<file path="src/rtl/core/bpfc_pkg.sv">
// Shared types and constants of the beacon packet framer.
`default_nettype none
package bpfc_pkg;

   localparam int unsigned NUM_COORDS  = 6;
   localparam int unsigned CSR_IDX_W   = 3;
   localparam int unsigned CSR_DATA_W  = 16;
   localparam int unsigned POS_W       = 6;

   // Register indexes
   localparam logic [CSR_IDX_W-1:0] REG_PREAMBLE_PAIRS = 3'd0;
   localparam logic [CSR_IDX_W-1:0] REG_BEACON1_X      = 3'd1;
   localparam logic [CSR_IDX_W-1:0] REG_BEACON3_Y      = 3'd6;

   // Reset values
   localparam logic [3:0]  PAIRS_RESET = 4'd4;
   localparam logic [15:0] B1X_RESET   = 16'd0;
   localparam logic [15:0] B1Y_RESET   = 16'd0;
   localparam logic [15:0] B2X_RESET   = 16'd496;
   localparam logic [15:0] B2Y_RESET   = 16'd0;
   localparam logic [15:0] B3X_RESET   = 16'd496;
   localparam logic [15:0] B3Y_RESET   = 16'd240;

   // Frame bytes after the preamble, by position within that part
   localparam logic [7:0] SYNC_0      = 8'h41;
   localparam logic [7:0] SYNC_1      = 8'h42;
   localparam logic [7:0] SYNC_2      = 8'h43;
   localparam logic [7:0] SYNC_3      = 8'h44;
   localparam logic [7:0] SYNC_4      = 8'hC0;
   localparam logic [7:0] LENGTH_BYTE = 8'd13;
   localparam logic [7:0] TRAIN_LO    = 8'h00;
   localparam logic [7:0] TRAIN_HI    = 8'hFF;

   localparam logic [POS_W-1:0] IDX_LENGTH   = 6'd5;
   localparam logic [POS_W-1:0] IDX_PAY_FST  = 6'd6;
   localparam logic [POS_W-1:0] IDX_PAY_LST  = 6'd17;
   localparam logic [POS_W-1:0] IDX_CSUM_HI  = 6'd18;

   typedef struct packed {
      logic [3:0]                       pairs;
      logic [NUM_COORDS-1:0][15:0]      coords;
      logic [15:0]                      csum;
   } cfg_type;

   // Payload word of one coordinate: each byte plus one, modulo 256
   function automatic logic [15:0] payload_word(input logic [15:0] c);
      payload_word = {c[15:8] + 8'd1, c[7:0] + 8'd1};
   endfunction

endpackage
`default_nettype wire

</file>
<file path="src/rtl/core/bpfc_csr.sv">
// Configuration registers and registered payload checksum.
`default_nettype none
module bpfc_csr (
   input  wire logic                            clock,
   input  wire logic                            reset,
   input  wire logic                            csr_valid,
   input  wire logic [bpfc_pkg::CSR_IDX_W-1:0]  csr_index,
   input  wire logic [bpfc_pkg::CSR_DATA_W-1:0] csr_data,
   output bpfc_pkg::cfg_type                    cfg
);
   import bpfc_pkg::*;

   logic [3:0]                  pairs_ff;
   logic [NUM_COORDS-1:0][15:0] coords_ff;
   logic [15:0]                 csum_ff;
   logic [15:0]                 csum_in;
   logic [18:0]                 acc;
   logic [16:0]                 fold1;
   logic [15:0]                 fold2;

   always_comb begin
      acc = '0;
      for (int k = 0; k < NUM_COORDS; k++) begin
         acc = acc + {3'b000, payload_word(coords_ff[k])};
      end
      fold1   = {1'b0, acc[15:0]} + {14'd0, acc[18:16]};
      // second fold cannot carry again
      fold2   = fold1[15:0] + {15'd0, fold1[16]};
      csum_in = ~fold2;
   end

   always_ff @(posedge clock) begin
      if (reset) begin
         pairs_ff     <= PAIRS_RESET;
         coords_ff[0] <= B1X_RESET;
         coords_ff[1] <= B1Y_RESET;
         coords_ff[2] <= B2X_RESET;
         coords_ff[3] <= B2Y_RESET;
         coords_ff[4] <= B3X_RESET;
         coords_ff[5] <= B3Y_RESET;
      end else if (csr_valid) begin
         if (csr_index == REG_PREAMBLE_PAIRS) begin
            pairs_ff <= csr_data[3:0];
         end else if (csr_index >= REG_BEACON1_X && csr_index <= REG_BEACON3_Y) begin
            coords_ff[csr_index - REG_BEACON1_X] <= csr_data;
         end
      end
   end

   // Checksum register follows the coordinates in the cycle after they change
   always_ff @(posedge clock) begin
      csum_ff <= csum_in;
   end

   assign cfg.pairs  = pairs_ff;
   assign cfg.coords = coords_ff;
   assign cfg.csum   = csum_ff;

endmodule
`default_nettype wire

</file>
<file path="src/rtl/core/bpfc_seq.sv">
// Frame byte sequencer with request hold register and output register.
`default_nettype none
module bpfc_seq (
   input  wire logic              clock,
   input  wire logic              reset,
   input  bpfc_pkg::cfg_type      cfg,
   input  wire logic              req_tvalid,
   output logic                   req_tready,
   input  wire logic              req_send,
   output logic                   rsp_tvalid,
   input  wire logic              rsp_tready,
   output logic [7:0]             rsp_byte,
   output logic                   rsp_last
);
   import bpfc_pkg::*;

   logic             pend_ff, pend_in;
   logic             active_ff, active_in;
   logic [POS_W-1:0] pos_ff, pos_in;
   logic             oval_ff, oval_in;
   logic [7:0]       obyte_ff, obyte_in;
   logic             olast_ff, olast_in;

   logic             advance;
   logic [POS_W-1:0] pre_len;
   logic [POS_W-1:0] idx;
   logic [POS_W-1:0] pidx;
   logic [15:0]      word;
   logic [7:0]       cur_byte;
   logic             cur_last;

   assign req_tready = !pend_ff;
   assign advance    = !oval_ff || rsp_tready;
   assign pre_len    = {1'b0, cfg.pairs, 1'b0};
   assign idx        = pos_ff - pre_len;
   assign pidx       = idx - IDX_PAY_FST;
   assign word       = payload_word(cfg.coords[pidx[3:1]]);

   always_comb begin
      cur_last = 1'b0;
      if (pos_ff < pre_len) begin
         cur_byte = pos_ff[0] ? TRAIN_HI : TRAIN_LO;
      end else begin
         case (idx) inside
            6'd0:                     cur_byte = SYNC_0;
            6'd1:                     cur_byte = SYNC_1;
            6'd2:                     cur_byte = SYNC_2;
            6'd3:                     cur_byte = SYNC_3;
            6'd4:                     cur_byte = SYNC_4;
            IDX_LENGTH:               cur_byte = LENGTH_BYTE;
            [IDX_PAY_FST:IDX_PAY_LST]: cur_byte = pidx[0] ? word[7:0] : word[15:8];
            IDX_CSUM_HI:              cur_byte = cfg.csum[15:8];
            default: begin
               cur_byte = cfg.csum[7:0];
               cur_last = 1'b1;
            end
         endcase
      end
   end

   always_comb begin
      pend_in   = pend_ff;
      active_in = active_ff;
      pos_in    = pos_ff;
      oval_in   = oval_ff;
      obyte_in  = obyte_ff;
      olast_in  = olast_ff;
      // hold a request only when it asks for a frame
      if (req_tvalid && req_tready && req_send) begin
         pend_in = 1'b1;
      end
      if (!active_ff && pend_ff) begin
         pend_in   = 1'b0;
         active_in = 1'b1;
         pos_in    = '0;
      end
      if (advance) begin
         oval_in = active_ff;
         if (active_ff) begin
            obyte_in = cur_byte;
            olast_in = cur_last;
            pos_in   = pos_ff + 6'd1;
            if (cur_last) begin
               active_in = 1'b0;
            end
         end
      end
   end

   always_ff @(posedge clock) begin
      if (reset) begin
         pend_ff   <= 1'b0;
         active_ff <= 1'b0;
         pos_ff    <= '0;
         oval_ff   <= 1'b0;
      end else begin
         pend_ff   <= pend_in;
         active_ff <= active_in;
         pos_ff    <= pos_in;
         oval_ff   <= oval_in;
      end
   end

   always_ff @(posedge clock) begin
      obyte_ff <= obyte_in;
      olast_ff <= olast_in;
   end

   assign rsp_tvalid = oval_ff;
   assign rsp_byte   = obyte_ff;
   assign rsp_last   = olast_ff;

endmodule
`default_nettype wire

</file>
<file path="src/rtl/core/beacon_packet_framer_checksum_top.sv">
// Top level of the beacon packet framer with ones'-complement checksum.
//
//  channel | direction | handshake              | payload
//  req_    | in        | req_tvalid/req_tready  | tdata[0] send_request
//  rsp_    | out       | rsp_tvalid/rsp_tready  | tdata tx_byte, tlast frame_end
//  csr_    | in        | csr_valid/csr_ready    | csr_index, csr_data
//
// A frame of 2*preamble_pairs + 20 bytes leaves at one byte per cycle while
// rsp_tready stays high; a taken request is held, then starts the sequencer,
// and the first byte comes from the output register. Frames are parted by idle
// output while the sequencer restarts, unless rsp_tready was low. One further
// request is held while a frame is sent; req_tready drops until it starts.
// Requests with send_request low are dropped. Reset is synchronous and restores
// the register defaults; the checksum register settles the cycle after a write.
`default_nettype none
module beacon_packet_framer_checksum_top (
   input  wire logic                            clock,
   input  wire logic                            reset,
   input  wire logic                            req_tvalid,
   output logic                                 req_tready,
   input  wire logic [7:0]                      req_tdata,   // [0] send_request
   output logic                                 rsp_tvalid,
   input  wire logic                            rsp_tready,
   output logic [7:0]                           rsp_tdata,   // [7:0] tx_byte
   output logic                                 rsp_tlast,   // frame_end
   input  wire logic                            csr_valid,
   output logic                                 csr_ready,
   input  wire logic [bpfc_pkg::CSR_IDX_W-1:0]  csr_index,
   input  wire logic [bpfc_pkg::CSR_DATA_W-1:0] csr_data
);
   import bpfc_pkg::*;

   cfg_type cfg;

   assign csr_ready = 1'b1;

   bpfc_csr u_csr (
      .clock     (clock),
      .reset     (reset),
      .csr_valid (csr_valid),
      .csr_index (csr_index),
      .csr_data  (csr_data),
      .cfg       (cfg)
   );

   bpfc_seq u_seq (
      .clock      (clock),
      .reset      (reset),
      .cfg        (cfg),
      .req_tvalid (req_tvalid),
      .req_tready (req_tready),
      .req_send   (req_tdata[0]),
      .rsp_tvalid (rsp_tvalid),
      .rsp_tready (rsp_tready),
      .rsp_byte   (rsp_tdata),
      .rsp_last   (rsp_tlast)
   );

endmodule
`default_nettype wire

</file>
<file path="config.mk">
export PLATFORM = sky130hd
export DESIGN_NAME = beacon_packet_framer_checksum_top
export DESIGN_NICKNAME = d
export VERILOG_FILES = /design/src/rtl/core/bpfc_pkg.sv /design/src/rtl/core/bpfc_csr.sv /design/src/rtl/core/bpfc_seq.sv /design/src/rtl/core/beacon_packet_framer_checksum_top.sv
export SDC_FILE = /design/constraint.sdc
export NUM_CORES = 1
export LEC_CHECK = 0
export BUFFER_PORTS_ARGS = -buffer_cell sky130_fd_sc_hd__buf_2
export CAP_MARGIN = 20
export CORE_ASPECT_RATIO = 0.8
export CORE_MARGIN = 2
export CORE_UTILIZATION = 57
export DETAILED_ROUTE_END_ITERATION = 6
export PLACE_DENSITY_LB_ADDON = 0.05
export SYNTH_ARGS = -nofsm -noshare
export SYNTH_HDL_FRONTEND = slang
export SYNTH_SLANG_ARGS = --single-unit
</file>
<file path="constraint.sdc">
create_clock -name clock -period 8.5 [get_ports clock]
set_clock_uncertainty 0.2 [all_clocks]
set_input_delay 2.125 -clock clock [delete_from_list [all_inputs] [get_ports clock]]
set_output_delay 2.125 -clock clock [all_outputs]
set_load 0.05 [all_outputs]
</file>
* After elaboration in Yosys (flattened, before gate mapping)
Cells that the tools add are included.
Cells by class: add/sub/neg operators 25, magnitude comparators 8, bitwise operators 2, eq/ne operators 6, mux-type cells 32, reduce and logical (&&, ||, !) cells 16
Operator list (count):
- $add A8 B1 Y8 const B | 14
- $bwmux W96 | 1
- $mux W8 | 11
- $add A19 B16 Y19 | 4
- $bmux W16 S3 | 1
- $demux W16 S3 | 1
- $mux W16 | 2
- $mux W6 | 3
- $add A16 B16 Y17 | 1
- $add A16 B3 Y17 | 1
- $add A16 B1 Y16 | 1
- $not A16 Y16 | 1
- $mux W1 | 13
- $eq A6 B2 Y1 const B | 2
- $eq A6 B3 Y1 const B | 2
- $lt A3 B4 Y1 const B | 2
- $add A6 B1 Y6 const B | 1
- $eq A6 B1 Y1 const B | 1
- $eq A6 B5 Y1 const B | 1
- $ge A3 B1 Y1 const B | 2
- $ge A6 B3 Y1 const B | 1
- $le A6 B5 Y1 const B | 1
- $logic_and A1 B1 Y1 | 6
- $logic_not A6 Y1 | 1
- 12 further kinds | 15
Word-level totals: bits in registers 134, input port bits 32

* Logic depth before layout (Yosys ltp)
Gate-level depths: netlist (run 1).
depth in word-level cells 14, gate-level depth with buffers 43

* Cells and area by module
A second synthesis (run 1) with hierarchy kept.
Unflattened totals: cells, all modules 1129, area total of the unflattened synthesis 10522.6 sq um
By module, submodules not included:
- bpfc_csr | area each 8225.4 sq um, instances 1, cells an instance 881
- bpfc_seq | area each 2285.9 sq um, instances 1, cells an instance 246
- beacon_packet_framer_checksum_top | area each 11.3 sq um, instances 1, cells an instance 2

* Worst setup path after synthesis (run 1)
OpenSTA, ideal clock, no wires.
path type reg2reg, from register u_csr.coords_ff (netlist bit u_csr.cfg[32]), to register u_csr.csum_ff[15], buffers on the path 0, required time 8.228 ns, path slack -0.501 ns, arrival time 8.729 ns, setup time 0.072 ns, cell stages (with the launch flop) 41, path through dfxtp_1 ha_1 and3_1 xor2_1 ha_1 o21a_1 nor2_1 a21oi_1 a41o_1 o41ai_1 xnor2_1 fa_1 fa_1 fa_1 inv_1 ha_1 nor4_1 o21ai_0 (+5 left out) ha_1 inv_1 fa_1 nor2b_1 o221ai_1 nor4_1 and2_2 and4b_2 and3_1 nor3b_1 ha_1 nand3_1 nor2b_1 and3_2 nand4b_1 o21bai_4 a2111oi_4 xor2_1
On the way: longest elaborated chain between the ends 9
Ends and longest elaborated chain:
- start: declaration | line bpfc_csr.sv:14 | logic [NUM_COORDS-1:0][15:0] coords_ff;
- start signal: indexed assignment | line bpfc_csr.sv:45 | coords_ff[csr_index - REG_BEACON1_X] <= csr_data;
- $add A8 B1 Y8 | line bpfc_pkg.sv:47 | payload_word = {c[15:8] + 8'd1, c[7:0] + 8'd1};
- $add A16 B16 Y17 | line bpfc_csr.sv:24 | acc = acc + {3'b000, payload_word(coords_ff[k])};
- $add A19 B16 Y19 (4 in series) | line bpfc_csr.sv:24
- $add A16 B3 Y17 | line bpfc_csr.sv:26 | fold1 = {1'b0, acc[15:0]} + {14'd0, acc[18:16]};
- $add A16 B1 Y16 | line bpfc_csr.sv:28 | fold2 = fold1[15:0] + {15'd0, fold1[16]};
- $not A16 Y16 | line bpfc_csr.sv:29 | csum_in = ~fold2;
- net u_csr.csum_in[15] | line bpfc_csr.sv:16 | logic [15:0] csum_in;
- end signal: assignment | line bpfc_csr.sv:52 | csum_ff <= csum_in;
- end: declaration | line bpfc_csr.sv:15 | logic [15:0] csum_ff;
The timed path passes the listed nets, and every way through them passes these cells. A chain may end at the register's enable or synchronous reset.

* Worst setup path after layout (run 1)
Ends and elaborated chain as after synthesis.

==> out/results.tsv, run 1 <==
metric	value	unit
outcome	finished, violations left	
violations	negative setup slack	
min_to	u_seq.rsp_tvalid	
ir_drop	0.120	mV
syn_nets	1290	
dr_total_vias	9210	
layout_min_cycle_time	9.52	ns
critPathTopFamily	adder cells	
core-area	18200	sq um
relSlewSlack	33.6	%
remaining_drc_errors	0	
critPathLaunchType	flop	
syn_area	10600	sq um
cts_tree	built	
timing.rr.end	u_csr.csum_ff[15]	
antenna_found_initial	0	
ff2ff_setup_slack	-1.02	ns
worst_pin_slew	0.994	ns
timing.rr.start	u_csr.cfg[32]	
start_util	58.1	%
setup_viol	14	
io_buffer_count	35	
slowest_stage	fa_1	
vias_per_cell	5.80	
drt_iter0_drc	861	
finalInstanceArea	13500	sq um
ioPinCount	44	
synth_seq_cells	134	
power_density	180	nW/um^2
worst_setup_path_end_kind	flop	
holdPathStages	2	
max_cap_viol_count	0	
fin_ws	-1.02	ns
slowest_delay	0.56	ns
syn_area_per_cell	9.25	sq um
cts_buffer_depth	2	
fin_crit_sh	112	%
hold_start	u_seq.rsp_tvalid	
drive_above_1_share	28.5	%
fmax	105	MHz
clock_latency	0.44	ns
placed_area	11900	sq um
routedWlPerCell	19.2	um
ctsHoldBuffers	0	
grt_max_degree	54	
crit_type	reg2reg	
routabilityCongestion	0.904	
first_pass_iters	6	
critPathArrivalTime	9.62	ns
dp_hpwl	21200	um
path_max_fanout	3	
fin_hold_ws	0.294	ns
yosys.area.top_type	dfxtp_1	
ys.flop_type	dfxtp_1	
grt_pass1_vias	9133	
yosysSeqAreaShare	26.2	%
die_area	19600	sq um
ys_types	73	
synth.most_common_cell	nor2_1	
cp.depth	42	
diodes	0	
ant_nets	0	
clk_pin_slew	0.06	ns
cts_sinks	134	
min_path_type	reg2reg	
wl	30500	um
grt_pass1_wl	48400	um
synth_edf_count	9	
synthTopCellsByCount	127 x nor2_1, 125 x dfxtp_1, 105 x mux2i_1, 94 x nand2_1, 76 x inv_1	
finalPower	0.00242	W
final_hold_viol_count	0	
nets	1493	
h-tree-depth	4	
netlist_instances	1142	
die_y	126	um
crit_required	8.60	ns
row_count	44	
synth_top_area_share	23.7	%
area_delta_synth_final	27.4	%
overflow	0	
rsz0062_at_grt	true	
cts.root.buffer_cell	clkbuf_16	
path_buf_inv	4	
cts_buffers	17	
die_w	156	um
grt_usage	31.9	%
p_leak	6.15	nW
synthTopCellsByArea	dfxtp_1 24%, mux2i_1 9.9%, fa_1 9.7%	
synthArstFlopShare	0	%
reg2reg_depth	42	
ys.warnings.count	0	
finalMaxSlewViolations	0	
## worst max path at each step
stage                              from           endpoint  slack (ns)
final                     u_csr.cfg[32]  u_csr.csum_ff[15]       -1.02
after global routing      u_csr.cfg[32]  u_csr.csum_ff[15]       -1.33
after CTS                 u_csr.cfg[16]   u_csr.csum_ff[5]       -0.59
after detailed placement  u_csr.cfg[33]  u_csr.csum_ff[15]       -0.81
after global placement    u_csr.cfg[33]  u_csr.csum_ff[15]       -0.68
after floorplan           u_csr.cfg[16]  u_csr.csum_ff[15]        0.03
## what timing repair did
item	in CTS	in global routing
pin swaps	38	26
gates resized for setup	47	33
endpoints found under the setup margin	12	15
setup buffers	63	14
## per-stage QoR
step,instances,setup TNS (ns),utilization (%),worst slack [ns]
2_1_floorplan,1142,0,-,0.0335
3_3_place_gp,1483,-4.53,65.4,-0.683
3_5_place_dp,1483,-5.59,65.4,-0.805
4_1_cts,1578,-4.94,72.5,-0.588
5_1_grt,1588,-14.87,74.1,-1.33
6_report,1588,-10.12,74.1,-1.02
## per-layer routing
layer  wire, um  track usage [%]  part of all wire, %  vias to the layer above
li1           -                -                    -                     4352
met4        848             10.4                  2.8                        0
met2      14200             51.4                   47                      341
met3       2000             5.75                  6.6                       63
met5          0                0                    0                        -
met1      13400             43.6                   44                     4454
## logic make-up (layout without fill, tap and decap cells)
logic type | count (synthesis) | after routing | share of synthesized area, %
and+or+nand+nor | 385 | 385 | 17.4
AOI/OAI and AO/OA | 135 | 135 | 8.69
DFF | 134 | 134 | 26.2
xor gates and xnor gates | 130 | 130 | 11.1
muxes | 129 | 129 | 15.1
adders and majority gates | 116 | 116 | 17.4
buffers and inverters | 112 | 328 | 4.12
other | 1 | 1 | 0.0355
## report_power, final
group | internal (W) | total (W) | switching [W]
Combinational | 0.000436 | 0.000964 | 0.000528
Sequential | 0.000682 | 0.000710 | 0.0000285
Clock | 0.000433 | 0.000743 | 0.000311
Total | 0.00155 | 0.00242 | 0.000867
## worst register-to-register path: cells and delay by family (launching register included)
kind / cells / cell delay [ns]
compound gates: 12 / 2.50
fa+ha+maj: 9 / 3.05
simple gates: 13 / 2.31
buf+inv: 4 / 0.47
xor+xnor: 4 / 0.51
flops: 1 / 0.36
## flip-flops by register name, summed over array words and instances, names as in the netlist
signal	cells
u_seq.rsp_last	1
u_csr.csum_ff	16
u_seq.pend_ff	1
u_seq.active_ff	1
u_seq.pos_ff	6
u_seq.rsp_tvalid	1
u_seq.rsp_byte	8
u_csr.pairs_ff	4
u_csr.cfg	96
## layout by cell type (no fill, tap or decap), types with 5 or more instances in the layout
| master | instances |
|---|---|
| inv_1 | 73 |
| and3_1 | 18 |
| a21oi_2 | 11 |
| a211oi_1 | 5 |
| and4_1 | 5 |
| xnor2_2 | 7 |
| nor2_1 | 123 |
| buf_2 | 34 |
| xnor2_1 | 63 |
| nand4_1 | 8 |
| xor2_1 | 53 |
| nand2_1 | 94 |
| o21ai_0 | 17 |
| dfxtp_1 | 117 |
| o21a_1 | 5 |
| ha_4 | 8 |
| or3_1 | 5 |
| fa_1 | 49 |
| mux4_2 | 24 |
| or2_2 | 11 |
| dfxtp_2 | 6 |
| edfxtp_1 | 9 |
| nand3b_1 | 8 |
| nor3_1 | 9 |
| a21oi_1 | 38 |
| buf_6 | 12 |
| o211ai_1 | 11 |
| clkbuf_16 | 17 |
| nand3_1 | 50 |
| buf_4 | 171 |
| ha_2 | 6 |
| mux2i_1 | 105 |
| nor2b_1 | 5 |
| ha_1 | 51 |
| nand2b_1 | 7 |
## cell type report
cell class                 count  area, sq um
clock buffer                  17          425
clock inverter                15          154
fill                        1301         4710
inverter                      76          285
multi-input combinational    896         7860
sequential                   134         2790
tap                          230          288
timing repair buffer         220         1660
No activity file was read; power rests on OpenSTA's default activity.
==> run 2: changes to the inputs <==
- BUFFER_PORTS_ARGS: -buffer_cell sky130_fd_sc_hd__buf_2 -> unset
- CORE_UTILIZATION: 57 -> 59
- DONT_BUFFER_PORTS: unset -> 1
- PLACE_DENSITY: unset -> 0.78
- PLACE_DENSITY_LB_ADDON: 0.05 -> unset
==> run 2 against run 1 <==
Effect of this change: the flow still finishes with violations (negative setup slack); clock-buffer cell count is 5 higher; cell count shrank 4.4%; combinational power decreased by 16%; wire length shrank 2.3%; critical path depth is 2 lower; clock power down 6.3%; via count grew 0.20%; sequential share of layout area is 0.85 points higher; largest cell class unchanged; largest power group unchanged; highest routed layer is now met5.
==> out/results.tsv, run 2 (synthesized netlist as in run 1, its figures left out) <==
metric	value	unit
rsz0062_at_grt	true	
die_area	19000	sq um
start_util	60.6	%
ir_drop	0.120	mV
p_leak	5.77	nW
clk_pin_slew	0.06	ns
ioPinCount	44	
finalMaxSlewViolations	0	
final_common_cell	buf_4	
cts.root.buffer_cell	clkbuf_16	
cts_sinks	134	
routabilityCongestion	0.916	
dp_hpwl	20700	um
fmax	106	MHz
area_delta_synth_final	22.4	%
slowest_delay	0.53	ns
row_count	43	
cts_buffer_depth	2	
power_density	172	nW/um^2
path_common_cell	ha_4	
core-area	17400	sq um
grt_pass1_vias	9287	
mostFrequentLayoutCells	141 x buf_4, 123 x nor2_1, 119 x dfxtp_1	
clock_latency	0.44	ns
io_buffer_count	0	
critPathLaunchType	flop	
ctsHoldBuffers	0	
grt_max_degree	103	
antenna_found_initial	1	
drt_iter0_drc	755	
fillers	1168	
worst_setup_path_end_kind	flop	
tns	-10.04	ns
path_max_fanout	3	
ant_nets	0	
vias_per_cell	6.08	
crit_required	8.66	ns
first_pass_iters	6	
overflow	0	
grt_pass1_wl	47500	um
routedWlPerCell	19.6	um
max_cap_viol_count	0	
worst_pin_slew	1.09	ns
wl	29800	um
fin_crit_sh	111	%
diodes	0	
remaining_drc_errors	0	
slowest_stage	fa_1	
largest_register_ffs	96	
setup_viol	14	
drive_above_1_share	24.0	%
outcome	finished, violations left	
final_hold_viol_count	0	
dr_total_vias	9228	
nets	1428	
relSlewSlack	27.2	%
die_w	154	um
grt_usage	32.0	%
fin_hold_ws	0.307	ns
critPathArrivalTime	9.56	ns
violations	negative setup slack	
die_y	124	um
layout_min_cycle_time	9.40	ns
min_path_type	reg2reg	
h-tree-depth	4	
cts_buffers	17	
crit_type	reg2reg	
fin_ws	-0.896	ns
cts_tree	built	
preCtsSetupSlack	-0.817	ns
## run 2: cell types whose count changed in the layout (fill, tap and decap cells not counted), sizes merged
cell,previous run,this run
clkbuf,17,22
clkinvlp,2,1
bufinv,2,0
buf,220,155
clkinv,8,5
inv,79,80
## run 2: repair_timing
item	4_1_cts	5_1_grt
hold endpoints to repair	0	0
resized for setup	40	32
setup buffers	44	15
endpoints found under the setup margin	14	15
pin swaps	42	58
## run 2: final timing paths
check,startpoint,to,slack [ns],depth (start not counted)
worst min-delay path,u_seq.pend_ff,u_seq.pos_ff[0],0.31,1
worst max register to register,u_csr.cfg[32],u_csr.csum_ff[12],-0.90,40
worst min register to register,u_seq.pend_ff,u_seq.pos_ff[0],0.31,1
worst max-delay path,u_csr.cfg[32],u_csr.csum_ff[12],-0.90,40
## run 2: through the flow
stage | cell area [sq um] | cells | power, W | util, %
detailed placement | 11700 | 1436 | 0.00145 | 66.9
global placement | 11600 | 1435 | 0.00143 | 66.8
global route | 12900 | 1518 | 0.00232 | 74.2
floorplan | 10700 | 1142 | 0.00126 | -
finish | 12900 | 1518 | 0.00222 | 74.2
CTS | 12700 | 1505 | 0.00216 | 72.7
## run 2: report_power, final
| part | internal [W] | switching [W] |
|---|---|---|
| logic | 0.000356 | 0.000449 |
| registers | 0.000682 | 0.0000367 |
| clock network | 0.000390 | 0.000307 |
## run 2: worst max-delay path: cells and delay by family, from the launching register on
family,cells,cell delay (ns)
adders and majority gates,10,3.31
and+or+nand+nor,10,1.99
AOI/OAI and AO/OA,11,1.96
xor gates and xnor gates,4,0.90
buffers and inverters,5,0.57
DFF,1,0.36
## run 2: cell type report
| type | instances | area (sq um) | area share [%] |
|---|---|---|---|
| inverters | 76 | 285 | 2.21 |
| multi-input cells | 896 | 7810 | 60.4 |
| flip-flops and latches | 134 | 2790 | 21.6 |
| clock inverters | 10 | 72.6 | 0.561 |
| repair buffers | 155 | 1220 | 9.46 |
| well taps | 225 | 282 | 2.18 |
| clock buffers | 22 | 464 | 3.59 |
## run 2: layer usage
metal | track usage (%) | vias up | share of wire, %
li1 | - | 4245 | -
met1 | 39.1 | 4480 | 40
met2 | 52.9 | 391 | 47
met3 | 9.19 | 110 | 8.5
met4 | 15.0 | 2 | 4.3
met5 | 0 | - | 0.030
